## src/sv/moexy_pkg.sv

```systemverilog
// Shared types, constants and helper functions of the median / 1-Euro x-y filter.
// No dependencies; every other file of the block but moexy_checker imports this package.
package moexy_pkg;

    // Default length of the running median window.
    localparam int WINDOW_TAPS_DEF = 3;

    // 1e10 / (2 pi), rounded: the time constant scale for cutoffs in mHz and dt in 0.1 us.
    localparam logic [63:0] TAU_K = 64'd1591549431;
    // Saturation level of the dt * fc product.
    localparam logic [63:0] P_SAT = 64'h4000_0000_0000_0000;
    // Alpha of one in Q16.
    localparam logic [16:0] ALPHA_ONE = 17'd65536;
    // Scale from us to 0.1 us over one second: speed is in units per second.
    localparam logic [63:0] SPEED_SCALE = 64'd10000000;
    // Gain term scale from Hz to mHz.
    localparam logic [63:0] MHZ_SCALE = 64'd1000;

    // Configuration register indexes.
    localparam logic [1:0] REG_NOMINAL   = 2'd0;
    localparam logic [1:0] REG_MIN_CUT   = 2'd1;
    localparam logic [1:0] REG_GAIN      = 2'd2;
    localparam logic [1:0] REG_SPEED_CUT = 2'd3;

    // Operations of the shared arithmetic unit.
    typedef enum logic
    {
        ALU_MUL = 1'b0,
        ALU_DIV = 1'b1
    } alu_op_t;

    // Request from the sequencer to the arithmetic unit.
    typedef struct packed
    {
        logic        start;
        alu_op_t     op;
        logic [79:0] opa;
        logic [63:0] opb;
    } alu_req_t;

    // Response of the arithmetic unit.
    typedef struct packed
    {
        logic        done;
        logic [79:0] res;
    } alu_rsp_t;

    // Denominator of the alpha divide: min(dt * fc, 2^62) + K.
    function automatic logic [63:0] alpha_den(input logic [79:0] prod);
        logic        over;
        logic [63:0] p;
        begin
            over = (|prod[79:63]) || (prod[62] && (|prod[61:0]));
            p    = over ? P_SAT : {1'b0, prod[62:0]};
            return p + TAU_K;
        end
    endfunction

    // Rounded numerator of the alpha divide: K * 2^16 + den / 2.
    function automatic logic [63:0] alpha_num(input logic [63:0] den);
        begin
            return (TAU_K << 16) + (den >> 1);
        end
    endfunction

endpackage

```

## src/sv/moexy_alu.sv

```systemverilog
// Shared bit-serial multiply and restoring divide unit of the x-y filter.
// Depends on moexy_pkg for the request and response types.
module moexy_alu
    import moexy_pkg::*;
(
    input  logic     clk,
    input  logic     rst_n,
    input  alu_req_t req,
    output alu_rsp_t rsp
);

    logic        busy_reg, busy_next;
    logic        done_reg, done_next;
    logic [5:0]  cnt_reg, cnt_next;
    alu_op_t     op_reg, op_next;
    logic [79:0] acc_reg, acc_next;
    logic [79:0] opd_reg, opd_next;
    logic [63:0] opb_reg, opb_next;

    // One multiplier bit or one quotient bit per cycle.
    always_comb
    begin
        logic [64:0] rem_s;
        logic [64:0] rem_d;
        logic        ge;
        busy_next = busy_reg;
        done_next = 1'b0;
        cnt_next  = cnt_reg;
        op_next   = op_reg;
        acc_next  = acc_reg;
        opd_next  = opd_reg;
        opb_next  = opb_reg;
        rem_s     = {acc_reg[63:0], opd_reg[63]};
        ge        = (rem_s >= {1'b0, opb_reg});
        rem_d     = ge ? (rem_s - {1'b0, opb_reg}) : rem_s;
        if (busy_reg)
        begin
            unique case (op_reg)
                ALU_MUL:
                begin
                    if (opb_reg[0])
                    begin
                        acc_next = acc_reg + opd_reg;
                    end
                    opd_next = opd_reg << 1;
                    opb_next = opb_reg >> 1;
                end
                ALU_DIV:
                begin
                    acc_next = {16'b0, rem_d[63:0]};
                    opd_next = {16'b0, opd_reg[62:0], ge};
                end
                default:
                begin
                    acc_next = acc_reg;
                end
            endcase
            cnt_next = cnt_reg - 6'd1;
            if (cnt_reg == 6'd0)
            begin
                busy_next = 1'b0;
                done_next = 1'b1;
            end
        end
        else if (req.start)
        begin
            busy_next = 1'b1;
            op_next   = req.op;
            acc_next  = '0;
            opb_next  = req.opb;
            if (req.op == ALU_MUL)
            begin
                opd_next = req.opa;
                cnt_next = 6'd31;
            end
            else
            begin
                opd_next = {16'b0, req.opa[63:0]};
                cnt_next = 6'd63;
            end
        end
    end

    // Control state.
    always_ff @(posedge clk or negedge rst_n)
    begin
        if (!rst_n)
        begin
            busy_reg <= 1'b0;
            done_reg <= 1'b0;
            cnt_reg  <= '0;
            op_reg   <= ALU_MUL;
        end
        else
        begin
            busy_reg <= busy_next;
            done_reg <= done_next;
            cnt_reg  <= cnt_next;
            op_reg   <= op_next;
        end
    end

    // Operand and result registers.
    always_ff @(posedge clk)
    begin
        acc_reg <= acc_next;
        opd_reg <= opd_next;
        opb_reg <= opb_next;
    end

    assign rsp.done = done_reg;
    assign rsp.res  = (op_reg == ALU_DIV) ? {16'b0, opd_reg[63:0]} : acc_reg;

endmodule

```

## src/sv/moexy_median.sv

```systemverilog
// Sample history and running median of both axes of the x-y filter.
// Depends on moexy_pkg for the default window length.
module moexy_median
    import moexy_pkg::*;
#(
    parameter int TAPS = WINDOW_TAPS_DEF
)
(
    input  logic               clk,
    input  logic               rst_n,
    input  logic               wr_en,
    input  logic signed [31:0] x_in,
    input  logic signed [31:0] y_in,
    output logic signed [31:0] x_med,
    output logic signed [31:0] y_med
);

    localparam int FW = $clog2(TAPS + 1);
    localparam int SW = (TAPS > 1) ? $clog2(TAPS) : 1;

    logic signed [31:0] xh_reg [TAPS];
    logic signed [31:0] yh_reg [TAPS];
    logic [SW-1:0]      slot_reg;
    logic [FW-1:0]      fill_reg;

    // History entries are written in ring order.
    always_ff @(posedge clk)
    begin
        if (wr_en)
        begin
            xh_reg[slot_reg] <= x_in;
            yh_reg[slot_reg] <= y_in;
        end
    end

    // Ring pointer and fill count.
    always_ff @(posedge clk or negedge rst_n)
    begin
        if (!rst_n)
        begin
            slot_reg <= '0;
            fill_reg <= '0;
        end
        else if (wr_en)
        begin
            slot_reg <= (slot_reg == SW'(TAPS - 1)) ? '0 : slot_reg + 1'b1;
            if (fill_reg != FW'(TAPS))
            begin
                fill_reg <= fill_reg + 1'b1;
            end
        end
    end

    // The median is the held sample whose stable rank equals half the fill count.
    always_comb
    begin
        logic [FW-1:0] rx;
        logic [FW-1:0] ry;
        x_med = '0;
        y_med = '0;
        for (int i = 0; i < TAPS; i++)
        begin
            rx = '0;
            ry = '0;
            for (int j = 0; j < TAPS; j++)
            begin
                if ((FW'(j) < fill_reg) &&
                    ((xh_reg[j] < xh_reg[i]) || ((xh_reg[j] == xh_reg[i]) && (j < i))))
                begin
                    rx = rx + 1'b1;
                end
                if ((FW'(j) < fill_reg) &&
                    ((yh_reg[j] < yh_reg[i]) || ((yh_reg[j] == yh_reg[i]) && (j < i))))
                begin
                    ry = ry + 1'b1;
                end
            end
            if ((FW'(i) < fill_reg) && (rx == (fill_reg >> 1)))
            begin
                x_med = xh_reg[i];
            end
            if ((FW'(i) < fill_reg) && (ry == (fill_reg >> 1)))
            begin
                y_med = yh_reg[i];
            end
        end
    end

endmodule

```

## src/sv/median_one_euro_xy_filter.sv

```systemverilog
// Top level of the median-prefiltered 1-Euro x-y position filter.
// Depends on moexy_pkg, moexy_median and moexy_alu.
//
//   Channel   Direction  Handshake              Content
//   s_*       in         s_tvalid / s_tready    x_pos, y_pos, interval_us
//   m_*       out        m_tvalid / m_tready    x_filt, y_filt
//   APB       in         psel/penable/pready    four filter registers
//
// Each word is worked through step by step by the shared bit-serial unit, with more
// steps once both axes are primed; a new word is taken only after the last is done.
// s_tready is high only while the sequencer is idle; a finished result waits in
// the output register, so a new word is taken while m_tvalid is still held.
// Reset clears the registers to their defaults and empties the median window.
module median_one_euro_xy_filter
    import moexy_pkg::*;
#(
    parameter int WINDOW_TAPS = WINDOW_TAPS_DEF
)
(
    input  logic        clk,
    input  logic        rst_n,
    // Input stream.
    input  logic        s_tvalid,
    output logic        s_tready,
    input  logic [87:0] s_tdata,   // x_pos[31:0], y_pos[63:32], interval_us[87:64]
    // Output stream.
    output logic        m_tvalid,
    input  logic        m_tready,
    output logic [63:0] m_tdata,   // x_filt[31:0], y_filt[63:32]
    // Configuration port.
    input  logic        psel,
    input  logic        penable,
    input  logic        pwrite,
    input  logic [3:0]  paddr,
    input  logic [31:0] pwdata,
    output logic [31:0] prdata,
    output logic        pready
);

    typedef enum logic [5:0]
    {
        ST_IDLE  = 6'b000001,
        ST_MED   = 6'b000010,
        ST_ISSUE = 6'b000100,
        ST_WAIT  = 6'b001000,
        ST_AXIS  = 6'b010000,
        ST_OUT   = 6'b100000
    } state_t;

    typedef enum logic [9:0]
    {
        PH_SA_MUL   = 10'b0000000001,
        PH_SA_DIV   = 10'b0000000010,
        PH_VEL_MUL  = 10'b0000000100,
        PH_VEL_DIV  = 10'b0000001000,
        PH_SPD_MUL  = 10'b0000010000,
        PH_GAIN_MUL = 10'b0000100000,
        PH_K_MUL    = 10'b0001000000,
        PH_POS_MUL  = 10'b0010000000,
        PH_POS_DIV  = 10'b0100000000,
        PH_SM_MUL   = 10'b1000000000
    } phase_t;

    // Configuration registers.
    logic [19:0] nom_reg;
    logic [19:0] minc_reg;
    logic [23:0] gain_reg;
    logic [19:0] spdc_reg;

    // Sequencer and filter state.
    state_t             state_reg, state_next;
    phase_t             phase_reg, phase_next;
    logic               ax_reg, ax_next;
    logic [1:0]         primed_reg, primed_next;
    logic signed [31:0] sm_reg [2];
    logic signed [31:0] sm_next [2];
    logic signed [39:0] spd_reg [2];
    logic signed [39:0] spd_next [2];
    logic               m_tvalid_reg, m_tvalid_next;
    logic [63:0]        out_reg, out_next;

    // Working registers.
    logic [29:0]        dt_reg, dt_next;
    logic signed [31:0] med_reg [2];
    logic signed [31:0] med_next [2];
    logic signed [32:0] diff_reg, diff_next;
    logic signed [39:0] raw_reg, raw_next;
    logic [63:0]        tmp_reg, tmp_next;
    logic [16:0]        asp_reg, asp_next;
    logic [16:0]        apos_reg, apos_next;

    logic               accept;
    logic signed [31:0] x_med;
    logic signed [31:0] y_med;
    alu_req_t           req;
    alu_rsp_t           rsp;

    logic [19:0]        nom_eff;
    logic [29:0]        dt_raw;
    logic [29:0]        dt_hi;
    logic [32:0]        absdiff;
    logic [39:0]        spdmag;
    logic signed [40:0] dspd;
    logic signed [63:0] lp;

    assign accept   = s_tvalid && s_tready;
    assign s_tready = (state_reg == ST_IDLE);
    assign m_tvalid = m_tvalid_reg;
    assign m_tdata  = out_reg;
    assign pready   = 1'b1;

    // Register writes.
    always_ff @(posedge clk or negedge rst_n)
    begin
        if (!rst_n)
        begin
            nom_reg  <= 20'd1000;
            minc_reg <= 20'd1000;
            gain_reg <= 24'd0;
            spdc_reg <= 20'd1000;
        end
        else if (psel && penable && pwrite)
        begin
            unique case (paddr[3:2])
                REG_NOMINAL:   nom_reg  <= pwdata[19:0];
                REG_MIN_CUT:   minc_reg <= pwdata[19:0];
                REG_GAIN:      gain_reg <= pwdata[23:0];
                REG_SPEED_CUT: spdc_reg <= pwdata[19:0];
                default:       nom_reg  <= nom_reg;
            endcase
        end
    end

    // Register reads.
    always_comb
    begin
        unique case (paddr[3:2])
            REG_NOMINAL:   prdata = {12'b0, nom_reg};
            REG_MIN_CUT:   prdata = {12'b0, minc_reg};
            REG_GAIN:      prdata = {8'b0, gain_reg};
            REG_SPEED_CUT: prdata = {12'b0, spdc_reg};
            default:       prdata = '0;
        endcase
    end

    // Sample interval in 0.1 us, clamped to 0.1 .. 50 times nominal.
    always_comb
    begin
        nom_eff = (nom_reg == '0) ? 20'd1 : nom_reg;
        dt_raw  = ({6'b0, s_tdata[87:64]} << 3) + ({6'b0, s_tdata[87:64]} << 1);
        if (s_tdata[87:64] == '0)
        begin
            dt_raw = ({10'b0, nom_eff} << 3) + ({10'b0, nom_eff} << 1);
        end
        dt_hi = ({10'b0, nom_eff} << 9) - ({10'b0, nom_eff} << 3) - ({10'b0, nom_eff} << 2);
    end

    moexy_median #(.TAPS(WINDOW_TAPS)) u_median
    (
        .clk   (clk),
        .rst_n (rst_n),
        .wr_en (accept),
        .x_in  (s_tdata[31:0]),
        .y_in  (s_tdata[63:32]),
        .x_med (x_med),
        .y_med (y_med)
    );

    moexy_alu u_alu
    (
        .clk   (clk),
        .rst_n (rst_n),
        .req   (req),
        .rsp   (rsp)
    );

    // Values derived from the working registers.
    always_comb
    begin
        absdiff = diff_reg[32] ? 33'(-diff_reg) : 33'(diff_reg);
        spdmag  = spd_reg[ax_reg][39] ? 40'(-spd_reg[ax_reg]) : 40'(spd_reg[ax_reg]);
        dspd    = {raw_reg[39], raw_reg} - {spd_reg[ax_reg][39], spd_reg[ax_reg]};
        lp      = $signed(rsp.res[63:0] + 64'd32768) >>> 16;
    end

    // Operands for each step of the sequence.
    always_comb
    begin
        req.start = (state_reg == ST_ISSUE);
        req.op    = ALU_MUL;
        req.opa   = '0;
        req.opb   = '0;
        unique case (phase_reg)
            PH_SA_MUL:
            begin
                req.opa = {60'b0, spdc_reg};
                req.opb = {34'b0, dt_reg};
            end
            PH_SA_DIV, PH_POS_DIV:
            begin
                req.op  = ALU_DIV;
                req.opa = {16'b0, alpha_num(tmp_reg)};
                req.opb = tmp_reg;
            end
            PH_VEL_MUL:
            begin
                req.opa = {47'b0, absdiff};
                req.opb = SPEED_SCALE;
            end
            PH_VEL_DIV:
            begin
                req.op  = ALU_DIV;
                req.opa = {16'b0, tmp_reg};
                req.opb = {34'b0, dt_reg};
            end
            PH_SPD_MUL:
            begin
                req.opa = {{39{dspd[40]}}, dspd};
                req.opb = {47'b0, asp_reg};
            end
            PH_GAIN_MUL:
            begin
                req.opa = {40'b0, spdmag};
                req.opb = {40'b0, gain_reg};
            end
            PH_K_MUL:
            begin
                req.opa = {16'b0, tmp_reg};
                req.opb = MHZ_SCALE;
            end
            PH_POS_MUL:
            begin
                req.opa = {16'b0, tmp_reg};
                req.opb = {34'b0, dt_reg};
            end
            PH_SM_MUL:
            begin
                req.opa = {{47{diff_reg[32]}}, diff_reg};
                req.opb = {47'b0, apos_reg};
            end
            default:
            begin
                req.opa = '0;
            end
        endcase
    end

    // Sequencer.
    always_comb
    begin
        state_next    = state_reg;
        phase_next    = phase_reg;
        ax_next       = ax_reg;
        primed_next   = primed_reg;
        sm_next       = sm_reg;
        spd_next      = spd_reg;
        m_tvalid_next = m_tvalid_reg && !m_tready;
        out_next      = out_reg;
        dt_next       = dt_reg;
        med_next      = med_reg;
        diff_next     = diff_reg;
        raw_next      = raw_reg;
        tmp_next      = tmp_reg;
        asp_next      = asp_reg;
        apos_next     = apos_reg;
        unique case (state_reg)
            ST_IDLE:
            begin
                if (accept)
                begin
                    dt_next = dt_raw;
                    if (dt_raw < {10'b0, nom_eff})
                    begin
                        dt_next = {10'b0, nom_eff};
                    end
                    if (dt_raw > dt_hi)
                    begin
                        dt_next = dt_hi;
                    end
                    state_next = ST_MED;
                end
            end
            ST_MED:
            begin
                med_next[0] = x_med;
                med_next[1] = y_med;
                phase_next  = PH_SA_MUL;
                state_next  = ST_ISSUE;
            end
            ST_ISSUE:
            begin
                state_next = ST_WAIT;
            end
            ST_WAIT:
            begin
                if (rsp.done)
                begin
                    state_next = ST_ISSUE;
                    unique case (phase_reg)
                        PH_SA_MUL:
                        begin
                            tmp_next   = alpha_den(rsp.res);
                            phase_next = PH_SA_DIV;
                        end
                        PH_SA_DIV:
                        begin
                            asp_next   = ALPHA_ONE - rsp.res[16:0];
                            ax_next    = 1'b0;
                            state_next = ST_AXIS;
                        end
                        PH_VEL_MUL:
                        begin
                            tmp_next   = rsp.res[63:0];
                            phase_next = PH_VEL_DIV;
                        end
                        PH_VEL_DIV:
                        begin
                            // Saturate the raw speed to 40 bits signed.
                            if (diff_reg[32])
                            begin
                                raw_next = (|rsp.res[63:39]) ? {1'b1, 39'b0}
                                                             : 40'(-rsp.res[39:0]);
                            end
                            else
                            begin
                                raw_next = (|rsp.res[63:39]) ? {1'b0, {39{1'b1}}}
                                                             : rsp.res[39:0];
                            end
                            phase_next = PH_SPD_MUL;
                        end
                        PH_SPD_MUL:
                        begin
                            spd_next[ax_reg] = spd_reg[ax_reg] + lp[39:0];
                            phase_next       = PH_GAIN_MUL;
                        end
                        PH_GAIN_MUL:
                        begin
                            tmp_next   = {16'b0, rsp.res[63:16]};
                            phase_next = PH_K_MUL;
                        end
                        PH_K_MUL:
                        begin
                            tmp_next   = {16'b0, rsp.res[63:16]} + {44'b0, minc_reg};
                            phase_next = PH_POS_MUL;
                        end
                        PH_POS_MUL:
                        begin
                            tmp_next   = alpha_den(rsp.res);
                            phase_next = PH_POS_DIV;
                        end
                        PH_POS_DIV:
                        begin
                            apos_next  = ALPHA_ONE - rsp.res[16:0];
                            phase_next = PH_SM_MUL;
                        end
                        PH_SM_MUL:
                        begin
                            sm_next[ax_reg] = sm_reg[ax_reg] + lp[31:0];
                            ax_next         = 1'b1;
                            state_next      = ax_reg ? ST_OUT : ST_AXIS;
                        end
                        default:
                        begin
                            state_next = ST_IDLE;
                        end
                    endcase
                end
            end
            ST_AXIS:
            begin
                if (!primed_reg[ax_reg])
                begin
                    // First sample of the axis passes through and primes it.
                    primed_next[ax_reg] = 1'b1;
                    sm_next[ax_reg]     = med_reg[ax_reg];
                    spd_next[ax_reg]    = '0;
                    ax_next             = 1'b1;
                    state_next          = ax_reg ? ST_OUT : ST_AXIS;
                end
                else
                begin
                    diff_next  = {med_reg[ax_reg][31], med_reg[ax_reg]}
                               - {sm_reg[ax_reg][31], sm_reg[ax_reg]};
                    phase_next = PH_VEL_MUL;
                    state_next = ST_ISSUE;
                end
            end
            ST_OUT:
            begin
                if (!m_tvalid_reg || m_tready)
                begin
                    out_next      = {sm_reg[1], sm_reg[0]};
                    m_tvalid_next = 1'b1;
                    state_next    = ST_IDLE;
                end
            end
            default:
            begin
                state_next = ST_IDLE;
            end
        endcase
    end

    // Control and filter state.
    always_ff @(posedge clk or negedge rst_n)
    begin
        if (!rst_n)
        begin
            state_reg    <= ST_IDLE;
            phase_reg    <= PH_SA_MUL;
            ax_reg       <= 1'b0;
            primed_reg   <= '0;
            sm_reg[0]    <= '0;
            sm_reg[1]    <= '0;
            spd_reg[0]   <= '0;
            spd_reg[1]   <= '0;
            m_tvalid_reg <= 1'b0;
        end
        else
        begin
            state_reg    <= state_next;
            phase_reg    <= phase_next;
            ax_reg       <= ax_next;
            primed_reg   <= primed_next;
            sm_reg       <= sm_next;
            spd_reg      <= spd_next;
            m_tvalid_reg <= m_tvalid_next;
        end
    end

    // Payload and working registers.
    always_ff @(posedge clk)
    begin
        out_reg  <= out_next;
        dt_reg   <= dt_next;
        med_reg  <= med_next;
        diff_reg <= diff_next;
        raw_reg  <= raw_next;
        tmp_reg  <= tmp_next;
        asp_reg  <= asp_next;
        apos_reg <= apos_next;
    end

endmodule

```

## config.mk

```make
export PLATFORM = sky130hd
export DESIGN_NAME = median_one_euro_xy_filter
export DESIGN_NICKNAME = d
export VERILOG_FILES = /design/src/sv/moexy_pkg.sv /design/src/sv/moexy_alu.sv /design/src/sv/moexy_median.sv /design/src/sv/median_one_euro_xy_filter.sv
export SDC_FILE = /design/constraint.sdc
export NUM_CORES = 2
export LEC_CHECK = 0
export BUFFER_PORTS_ARGS = -buffer_cell sky130_fd_sc_hd__buf_2
export CAP_MARGIN = 20
export CORE_MARGIN = 4
export CORE_UTILIZATION = 59
export DETAILED_ROUTE_END_ITERATION = 10
export GPL_ROUTABILITY_DRIVEN = 0
export PLACE_DENSITY = 0.77
export SLEW_MARGIN = 40
export SYNTH_ARGS = -nofsm -noshare
export SYNTH_HDL_FRONTEND = slang
export SYNTH_HIERARCHICAL = 1
export SYNTH_SLANG_ARGS = --single-unit
```

## constraint.sdc

```tcl
create_clock -name clk -period 9.6 [get_ports clk]
set_clock_uncertainty 0.1 [all_clocks]
set_input_delay 1.92 -clock clk [delete_from_list [all_inputs] [get_ports clk]]
set_output_delay 1.92 -clock clk [all_outputs]
set_load 0.01 [all_outputs]
```

* Yosys cells after proc, flatten, opt, wreduce, memory -nomap -nowiden
Memories as Yosys holds them, arrays and structs flattened.
Index checks and enable logic that the tools add are counted.
** Word-level totals
- Bits in writable memories :: 192
- ROM bits :: 0
- Register bits after elaboration :: 814
- Memories kept :: 2
- Input bits :: 131
- Bits in latches :: 0
- Logic and storage cells :: 332
** Memories
- u_median.xh_reg :: depth 3, width 32, rd ports 3, clocked after memory_dff 0, wr ports 1, RTL line moexy_median.sv:21 : logic signed [31:0] xh_reg [TAPS];
- u_median.yh_reg :: depth 3, width 32, rd ports 3, clocked after memory_dff 0, wr ports 1, RTL line moexy_median.sv:22 : logic signed [31:0] yh_reg [TAPS];
** Operators by class
- Reduce and logical (&&, ||, !) cells :: 79
- Multiply operators :: 0
- Bitwise operators :: 7
- Shifts and indexed selects :: 0
- Divide/modulo/power cells :: 0
- Order comparisons :: 28
- Mux-type cells :: 108
- Add/sub/neg operators :: 33
- Equal/unequal tests :: 44
** Operators with widths (count)
- 80-bit 2-to-1 mux :: 10
- 32-bit < comparator :: 18
- 80-bit one-hot mux with 7 select lines :: 1
- 80-bit one-hot mux with 2 select lines :: 3
- 64-bit 2-to-1 mux :: 7
- 64-bit one-hot mux with 7 select lines :: 1
- 32-bit 2-to-1 mux :: 13
- 40-bit 2-to-1 mux :: 8
- 64-bit one-hot mux with 4 select lines :: 1
- 32-bit equality test :: 6
- 64-bit bitwise mux :: 2
- 32-bit one-hot mux with 4 select lines :: 1
- 64-bit one-hot mux with 2 select lines :: 1
- 80-bit adder :: 1
- 80-bit bitwise AND :: 1
- 80-bit bitwise mux :: 1
- 40-bit negator :: 2
- 80-bit NOT :: 1
- 10-bit one-hot mux with 8 select lines :: 1
- 65-bit by 64-bit >= comparator with 1-bit output :: 1
- 47-bit by 63-bit adder with 64-bit output, first input constant :: 1
- 63-bit by 31-bit adder with 64-bit output, second input constant :: 1
- 64-bit subtractor :: 1
- 63-bit 2-to-1 mux :: 1
- 83 further kinds :: 215

* Depth between registers and ports, before layout
An unclocked memory read counts as a cell.
- Depth after elaboration :: 13
- Mapped depth :: 33
- Depth with buffers taken out :: 29

* Modules after synthesis
Netlist, hierarchy kept.
** Modules (own cells, without submodules)
- median_one_euro_xy_filter :: cells an instance 5086, area an instance 45482.4 um^2, times used 1, seq. area each 16110.5 um^2
- moexy_alu :: cells an instance 2118, area an instance 19845.3 um^2, times used 1, seq. area each 6951.7 um^2
- moexy_median :: cells an instance 1032, area an instance 11927.7 um^2, times used 1, seq. area each 5865.6 um^2

* Worst setup path before layout
No wires, ideal clock.
- Kind :: input-to-reg
- From :: input s_tvalid
- To :: memory u_median.xh_reg[2][0] (enable)
- Path buffers :: 0
- Setup slack :: 1242 ps
- Required time :: 8922 ps
- Stages on the path :: 3
- Data arrival time :: 7679 ps
- Cell sequence :: and2_1 -> inv_1 -> nor3b_1
** Between the ends
- Word-level cells in the longest chain between the ends :: 3
** Ends and longest elaborated chain
- start, declared :: RTL line median_one_euro_xy_filter.sv:23 : input logic s_tvalid,
- 1-bit logical AND :: RTL line median_one_euro_xy_filter.sv:106 : assign accept = s_tvalid && s_tready;
- 1-bit 2-to-1 mux :: RTL line moexy_median.sv:29 : if (wr_en)
- 1-bit 2-to-1 mux (implied by the code) :: RTL line moexy_median.sv:31 : xh_reg[slot_reg] <= x_in;
- end, declared :: RTL line moexy_median.sv:21
Every way passes these cells.

* Final worst setup path
- From :: register nom_reg[19]
- To :: register dt_reg[19] (data pin)
** Between the ends
- Word-level cells in the longest chain between the ends :: 7
** Ends and longest elaborated chain
- start, declared :: RTL line median_one_euro_xy_filter.sv:65 : logic [19:0] nom_reg;
- start signal, assigned :: RTL line median_one_euro_xy_filter.sv:125 : REG_NOMINAL: nom_reg <= pwdata[19:0];
- start signal, assigned :: RTL line median_one_euro_xy_filter.sv:129 : default: nom_reg <= nom_reg;
- 20-bit logical NOT :: RTL line median_one_euro_xy_filter.sv:149 : nom_eff = (nom_reg == '0) ? 20'd1 : nom_reg;
- 20-bit 2-to-1 mux * :: RTL line median_one_euro_xy_filter.sv:149
- parallel branches: the longest is 4 deep, another holds 29-bit by 23-bit subtractor with 30-bit output
- 30-bit 2-to-1 mux * :: RTL line median_one_euro_xy_filter.sv:276 : if (dt_raw > dt_hi)
- end signal, assigned :: RTL line median_one_euro_xy_filter.sv:435 : dt_reg <= dt_next;
- end, declared :: RTL line median_one_euro_xy_filter.sv:83 : logic [29:0] dt_reg, dt_next;
Every way passes the cells marked *.
A chain may end at the register's enable or synchronous reset.

==> results.toml <==
[logic_synthesis]
ys_types = 120
syn_inst = 8236
ys_seq_elements = 1006
yosysTopAreaCell = "edfxtp_1"
synth.area.top_cells = "edfxtp_1 (29%), ha_1 (10%), dfrtp_1 (7.8%), a21oi_1 (4.9%), mux2_2 (4.3%)"
avgSynthCellArea_um2 = 9.38
yosysWarnings = 6
synth_top_flop_cell = "edfxtp_1"
synthArstFlopShare_pct = 25.9
synth_edf_count = 745
synth_top_cell_area_share_pct = 29.0
synth_area_mm2 = 0.0773
yosysSeqAreaShare_pct = 37.4

[min_path]
hp-start = "sm_reg[36]$_DFFE_PN0P_"
min_path_cells = 0
hold_class = "flop to flop"
hold-path-endpoint = "m_tdata[4]$_DFFE_PP_"

[worst_setup_path]
cp-start-kind = "flop"
worstReg2RegEnd = "dt_reg[19]$_DFFE_PP_"
cpMostUsedCell = "ha_1"
crit_path_max_fanout = 33
path_buf_inv = 4
crit_arrival_ns = 8.46
slowest_delay_ns = 0.56
required_ns = 10.05
reg2reg_slack_ns = 1.59
worstSetupPathType = "flop to flop"
path_delay_family = "compound AO/OA/AOI/OAI gates"
slowest_stage = "dfrtp_1"
cp-end-kind = "flop"
r2r_start = "nom_reg[19]$_DFFE_PN0P_"
reg2reg_depth = 28

[sta]
rsz0062_at_grt = "no"
hold_viol_final = 0
fmax_mhz = 125
fin_crit_sh_pct = 83.4
setup_viol = 0
worst_slew_pin_slew_ns = 1.00
relSlewSlack_pct = 32.3
fin_crit_ns = 8.01
slew_violations = 0
tns_ns = 0

[route]
wirelength_mm = 258
vias_per_cell = 6.89
routed-via-count = 69300
wl_per_cell_um = 25.7
final_antenna_net_count = 0
detail_route.first_pass.iterations = 11
route.detailed.drc = 1
drtIter0Drc = 10400

[cts]
clock-sinks = 1006
cts_buffers = 110
cts_resized = 0
clock-root-buffer = "clkbuf_16"
cts_tree = "done"
holdBufCountCts = 0
post-cts-setup-buffer-count = 0
h-tree-depth = 3
clkLatencyLatePin_ns = 0.79
clock_path_buffers = 3
clkSlewWorstSetupHoldPaths_ns = 0.06

[grt]
gr-total-overflow = 0
grt_pass1_vias = 65200
antenna_found_initial = 15
grt_max_degree = 151
grt_use_total_pct = 36.4
grt_first_pass_wirelength_mm = 387

[cells_and_area]
fin_nets = 8998
areaGrowthSynthToFinish_pct = 8.32
drive_gt1_share_pct = 11.8
fin_util_pct = 64.5

[placed_design]
dp_hpwl_mm = 193
io_buffers = 210

[power_and_ir_drop]
p_leak_nw = 34.4
ir_drop_uv = 231
power_mw = 24.6
power_density_mw_per_mm2 = 294

[floorplan]
rows = 132
core_mm2 = 0.130
die_area_mm2 = 0.137
die_h_um = 370
initial_core_util_pct = 59.5
die_w_um = 370
pin_count = 230

[flow_run]
maxCapViolCount = 0

[run_status]
outcome = "finished, violations left"
violations = "design-rule violations"
-- routing by layer --
metal	up-vias	global-route usage [%]	wire, um
met4	12	19.9	17900
met5	-	0	72
li1	30700	-	-
met1	32700	47.2	95500
met2	4778	55.6	111000
met3	1052	9.74	33500
-- final cells by class --
class / count / area (um^2)
clock inverters: 78 / 948
clock buffers: 132 / 2920
well taps: 1742 / 2180
fillers: 10400 / 46100
multi-input cells: 6350 / 45100
diodes: 6 / 15.0
flip-flops and latches: 1006 / 28900
inverters: 439 / 1650
repair buffers: 305 / 1930
-- cells in the mapped netlist (37+ instances only) --
cell / instances
mux2i_1: 130
o211ai_1: 52
inv_1: 437
edfxtp_1: 745
or3_1: 46
a31oi_1: 74
a21oi_1: 762
mux2_2: 295
ha_1: 633
nand2_1: 716
nor2_1: 527
o21ai_0: 543
nor2b_1: 81
xor2_1: 187
nand4_1: 139
nor3b_1: 37
a221oi_1: 102
o21bai_1: 60
a21o_1: 230
dfrtp_1: 241
nor3_1: 142
o31ai_1: 68
buf_2: 54
a211oi_1: 39
a22o_1: 81
nand2b_1: 71
xnor2_1: 284
and2_1: 70
nor4_1: 65
and3_1: 57
a22oi_1: 70
nand3_1: 169
o21a_1: 59
clkbuf_1: 338
-- worst register-to-register path, delay by kind of cell (launching register included) --
kind            cells  cell delay [ns]
buf+inv             4             1.06
compound gates      9             2.45
flops               1             0.56
simple gates        9             1.59
fa+ha+maj           4             1.45
mux                 1             0.31
xor+xnor            1             0.25
-- cells by family (layout without fill, tap and decap cells) --
kind of cell / Yosys count / after routing / synth area share, %
compound gates: 2497 / 2497 / 20.9
xor+xnor: 471 / 471 / 5.34
fa+ha+maj: 655 / 655 / 10.8
buf+inv: 889 / 954 / 4.55
flops: 1006 / 1006 / 37.4
mux: 445 / 445 / 6.57
other cells: 2 / 17 / 0.00972
simple gates: 2271 / 2271 / 14.4
-- report_power, final --
part	switching (mW)	total, mW	leakage (nW)	internal, mW
registers	0.843	6.81	10.3	5.97
logic	8.44	13.3	22.2	4.83
clock network	1.96	4.54	1.86	2.58
-- through the flow --
step | area (um^2) | hold WS [ns] | instances | setup WS [ns]
after CTS | 83600 | 0.310 | 10000 | 1.79
after global routing | 83700 | 0.329 | 10100 | 1.26
after floorplan | 77300 | 0.341 | 8245 | 1.24
after global placement | 79500 | 0.354 | 9831 | 2.07
after detailed placement | 79700 | 0.359 | 9838 | 1.90
final | 83700 | 0.326 | 10100 | 1.59
-- cell usage in the layout, fill, tap and decap left out, types with 238 or more instances in the layout --
| cell | instances |
|---|---|
| nor2_1 | 518 |
| xnor2_1 | 284 |
| mux2_2 | 295 |
| edfxtp_1 | 745 |
| inv_1 | 436 |
| nand2_1 | 712 |
| o21ai_0 | 543 |
| ha_1 | 633 |
| a21oi_1 | 760 |
| dfrtp_1 | 238 |
-- worst max path at each step --
stage                                  startpoint                               to  cells after the start
final                     nom_reg[19]$_DFFE_PN0P_             dt_reg[19]$_DFFE_PP_                     28
after global routing      nom_reg[19]$_DFFE_PN0P_             dt_reg[19]$_DFFE_PP_                     28
after CTS                 nom_reg[19]$_DFFE_PN0P_             dt_reg[19]$_DFFE_PP_                     28
after detailed placement  nom_reg[19]$_DFFE_PN0P_             dt_reg[15]$_DFFE_PP_                     28
after global placement    nom_reg[19]$_DFFE_PN0P_             dt_reg[15]$_DFFE_PP_                     28
after floorplan                          s_tvalid  u_median/xh_reg[2][0]$_DFFE_PP_                      3
Power figures use the tool's default switching activity.
